==> src/sv/atpll_pkg.sv <==
// Package for the angle tracking PLL: widths, fixed-point shifts and limits,
// and the control word of the shared multiply-accumulate unit.
// No dependencies.
`default_nettype none

package atpll_pkg;

    localparam int ANGLE_BITS     = 16;
    localparam int FRAC_BITS      = 32 - ANGLE_BITS;
    localparam int CFG_INDEX_BITS = 2;

    localparam int ACC_W     = 96;
    localparam int PROP_SHIFT = 48;
    localparam int VEL_SHIFT  = 48 - FRAC_BITS;
    localparam int DV_SHIFT   = 24 + FRAC_BITS;
    localparam int DV_W       = ACC_W - DV_SHIFT;
    localparam int DVC_W      = 50;
    localparam int VEL_W      = 48;
    localparam int VSUM_W     = 51;

    localparam logic [CFG_INDEX_BITS-1:0] REG_PROP_GAIN     = CFG_INDEX_BITS'(0);
    localparam logic [CFG_INDEX_BITS-1:0] REG_INTEG_GAIN    = CFG_INDEX_BITS'(1);
    localparam logic [CFG_INDEX_BITS-1:0] REG_SAMPLE_PERIOD = CFG_INDEX_BITS'(2);

    localparam logic signed [DV_W-1:0]   DV_POS  = DV_W'(64'h0001_0000_0000_0000);
    localparam logic signed [DV_W-1:0]   DV_NEG  = -DV_POS;
    localparam logic signed [VSUM_W-1:0] VEL_MAX = VSUM_W'(64'h0000_7FFF_FFFF_FFFF);
    localparam logic signed [VSUM_W-1:0] VEL_MIN = -VEL_MAX - VSUM_W'(1);

    typedef struct packed {
        logic load;
        logic add_hi;
    } mac_op_t;

endpackage

`default_nettype wire

==> src/sv/atpll_mac.sv <==
// Shared 33x33 signed multiplier with a registered product and a 96-bit
// accumulator that loads a product or adds it shifted up by 32 bits.
// Depends on atpll_pkg.
`default_nettype none

module atpll_mac (
    input  wire logic                         clk,
    input  wire atpll_pkg::mac_op_t           op,
    input  wire logic signed [32:0]           a,
    input  wire logic signed [32:0]           b,
    output logic signed [64:0]                prod,
    output logic signed [atpll_pkg::ACC_W-1:0] acc
);
    import atpll_pkg::*;

    logic signed [65:0]      mul_full;
    logic signed [64:0]      prod_reg;
    logic signed [ACC_W-1:0] acc_reg;
    logic signed [ACC_W-1:0] acc_next;

    assign mul_full = a * b;

    always_comb
    begin
        acc_next = acc_reg;
        if (op.load)
        begin
            acc_next = {{(ACC_W-65){prod_reg[64]}}, prod_reg};
        end
        else if (op.add_hi)
        begin
            acc_next = acc_reg + {prod_reg[ACC_W-33:0], 32'b0};
        end
    end

    always_ff @(posedge clk)
    begin
        prod_reg <= mul_full[64:0];
        acc_reg  <= acc_next;
    end

    assign prod = prod_reg;
    assign acc  = acc_reg;

endmodule

`default_nettype wire

==> config.mk <==
export PLATFORM = sky130hd
export DESIGN_NAME = atpll_mac
export DESIGN_NICKNAME = d
export VERILOG_FILES = /design/src/sv/atpll_pkg.sv /design/src/sv/atpll_mac.sv
export SDC_FILE = /design/constraint.sdc
export NUM_CORES = 2
export LEC_CHECK = 0
export ABC_CLOCK_PERIOD_IN_PS = 10000
export BUFFER_PORTS_ARGS = -buffer_cell sky130_fd_sc_hd__buf_2
export CELL_PAD_IN_SITES_DETAIL_PLACEMENT = 1
export CELL_PAD_IN_SITES_GLOBAL_PLACEMENT = 1
export CORE_MARGIN = 3
export CORE_UTILIZATION = 40
export DETAILED_ROUTE_END_ITERATION = 16
export PLACE_DENSITY = 0.73
export SLEW_MARGIN = 30
export SYNTH_ARGS = -nofsm -noshare
export SYNTH_HDL_FRONTEND = slang
export SYNTH_SLANG_ARGS = --single-unit
==> constraint.sdc <==
create_clock -name clk -period 10 [get_ports clk]
set_clock_uncertainty 0.05 [all_clocks]
set_input_delay 1.5 -clock clk [delete_from_list [all_inputs] [get_ports clk]]
set_output_delay 1.5 -clock clk [all_outputs]
set_load 0.03 [all_outputs]
==> summary.md <==
| Metric | Value |
|---|---|
| Post-synthesis sequential area ratio | `8.94%` |
| 1st-iter DRT viols | `2,035` |
| Row count | `124` |
| Syn Inst Count | `4,913` |
| Setup violations, final | `0` |
| # fillers | `between 10,000 and 15,000` |
| Final Instance Count excl. Fillers | `6,554` |
| Library cells used by synthesis | `79` |
| Core Footprint | `0.115 sq mm` |
| Post-placement cell count | `6,516` |
| DRC | `0` |
| Critical path type | `input pin to flop` |
| Top FF cell, synth | `edfxtp_1` |
| Setup_tns | `0 ps` |
| Critical path fanouts, max | `20` |
| Syn nets | `6,396` |
| Cell area after synthesis | `0.0468 sq mm` |
| Post-synth top area share | `48.7%` |
| Postcts setup bufs | `0` |
| GPL Wtd Cong | `0.907` |
| Leading area contributor after synthesis | `fa_1` |
| # IOs | `230` |
| CTS-repair resized insts | `0` |
| EDFF count, synth | `96` |
| Worst EP arrival | `approximately 9600 ps` |
| Clock slew seen by the registers of the worst setup and hold paths | `70 ps` |
| CP endpoint kind | `flop` |
| Synth top area cells | `fa_1 (49%), inv_1 (8.8%), and2_1 (7.8%), ha_1 (7.4%), edfxtp_1 (6.2%)` |
| Max reg flops | `96` |
| Antenna Nets Post-Route | `0` |
| CP startpoint | `a[9]` |
| Global-route wire length before repair | `238 mm` |
| Endpoints failing hold | `0` |
| Pin count of the biggest net entering global routing | `88` |
| FF-to-FF Start | `prod[0]` |
| Clk sinks | `161` |
| Post-synth ARST share | `0%` |
| Initial Utilization | `40.6%` |
| Util after Layout | `~44%` |
| TritonRoute pass-1 iters | `5` |
| DP Wirelength | `around 130 mm` |
| Inserted Clock Buffers | `17` |
| GRT Util Overall | `roughly a quarter` |
| Clock buffer depth | `2` |
| Number of synthesis warnings | `0` |
| GR Overflow Total | `0` |
| Final Max Slew Viols | `0` |
| Initial antenna violation count | `12` |
| Area grow syn2layout | `7.42%` |
| FMAX | `0.107 GHz` |
| CTS tree | `built` |
| Max cap viols | `0` |
| Number of global-route vias before repair | `39,920` |
| Worst slew margin | `32.3%` |
| Die extent in x | `348 um` |
| Startpoint Class | `input pin` |
| Seq cells post-synth | `161` |
| Htree depth | `4` |
| Syn avg cell area | `approximately 9.5 sq um` |
| DIE AREA | `0.121 sq mm` |
| Placed cell areas | `0.0496 sq mm` |
| RSZ-0062 raised after global routing | `false` |
| Via density | `5.25` |
| Clock latency on the worst-skew pair | `440 ps` |
| Worst EP required | `10,260 ps` |
| Run status | `completed` |
| Tightest Pin Transition | `1020 ps` |
| Final WL | `153 mm` |
| WL/cell | `23.4 um` |
| Root buffer cell | `clkbuf_16` |
| Post-layout net count | `6,507` |
| Fin area | `between 0.05 and 0.06 sq mm` |
| Hold path startpoint | `prod[7]` |
| Via count | `~34,000` |
| Fin crit share | `slightly above 90%` |
| CTS Hold Bufs | `0` |
| Port bufs | `between 200 and 250` |
| Hold Crit Class | `flop to flop` |
| Die Ht | `about 350 um` |
| Final worst path period need | `9310 ps` |
| Layout cells sized above 1 | `7.72%` |
per-stage QoR:
stage | hold WS [ps] | setup WS [ps]
finish | 566 | 685
global route | 609 | 257
CTS | 568 | 724
detailed placement | 552 | 261
global placement | 552 | 353
floorplan | 678 | 1170
final timing paths:
kind                            endpoint  slack (ps)  depth (start not counted)
worst max-delay path            prod[64]         690                         27
worst min register to register    acc[7]         570                          1
worst max register to register   acc[94]        5660                         14
worst min-delay path              acc[7]         570                          1
synthesized netlist by cell type (all sizes together), types with 65 or more instances:
cell type  instances
dfxtp             65
inv             1096
ha               277
and2             582
clkbuf           231
nand2            606
o21ai            112
xnor2             90
a21oi            139
a21o              72
fa              1137
edfxtp            96
placed cells by master, fill, tap and decap left out, types with 5 or more instances in the layout:
master | netlist | final
o21bai_1 | 30 | 30
a31oi_1 | 12 | 12
o21ai_1 | 17 | 17
and2_1 | 582 | 582
edfxtp_1 | 96 | 96
o31ai_1 | 8 | 8
buf_4 | 2 | 103
dfxtp_1 | 65 | 65
nand2b_1 | 16 | 16
buf_2 | 1 | 228
o211ai_1 | 6 | 6
o21a_1 | 27 | 27
nor2b_1 | 42 | 42
diode_2 | 0 | 5
ha_1 | 277 | 277
nor3_1 | 15 | 15
nand3_1 | 24 | 24
and3_1 | 12 | 12
xnor2_1 | 90 | 90
clkbuf_16 | 0 | 18
nor3b_1 | 6 | 6
a21o_1 | 71 | 71
a211oi_1 | 13 | 13
fa_1 | 1137 | 1137
a21oi_1 | 138 | 138
xor2_1 | 45 | 45
nand2_1 | 605 | 604
nor2_1 | 50 | 50
inv_6 | 0 | 5
nand4_1 | 14 | 14
inv_1 | 1096 | 1096
o21ai_0 | 94 | 94
critical path, stage by stage:
cell,delay (ps)
buf_2,480
buf_4,370
nand2_1,110
fa_1,520
fa_1,550
inv_1,60
fa_1,510
inv_1,60
fa_1,520
inv_1,50
fa_1,490
fa_1,430
fa_1,490
inv_1,50
fa_1,480
inv_1,40
ha_1,410
nand3_1,150
or4_1,530
o21bai_1,180
o41ai_2,130
o21ai_2,240
a21oi_1,190
o311ai_1,570
a311oi_1,180
o21bai_1,200
xnor2_1,70
layer usage:
metal	part of all wire (%)	global-route usage, %	vias up	routed length (um)
met1	41	33.1	18273	62800
met5	0	0	-	0
met4	4.0	9.18	0	6090
met3	5.3	3.20	283	8080
li1	-	-	14777	-
met2	50	45.5	1062	76200
cell type report:
class                           instances  area (sq um)  share of cell area (%)
Clock inverter                         13           114                   0.227
Antenna cell                            5          12.5                  0.0249
Tap cell                             1512          1890                    3.77
Timing Repair Buffer                  333          1960                    3.90
Clock buffer                           19           454                   0.904
Multi-Input combinational cell       3415         37500                    74.7
Inverter                             1096          4110                    8.19
Sequential cell                       161          4180                    8.33
logic make-up (layout without fill, tap and decap cells):
family	after synthesis	after routing	share of synthesized area, %
adders and majority gates	1414	1414	56.1
and+or+nand+nor	1395	1395	15.2
buffers and inverters	1337	1461	10.9
AOI/OAI and AO/OA	468	468	6.35
DFF	161	161	8.94
xor gates and xnor gates	135	135	2.53
muxes	3	3	0.0669
other	0	5	0
Power is not shown: default switching activity piles up to over one toggle a cycle in this logic, so the estimate is an artifact.
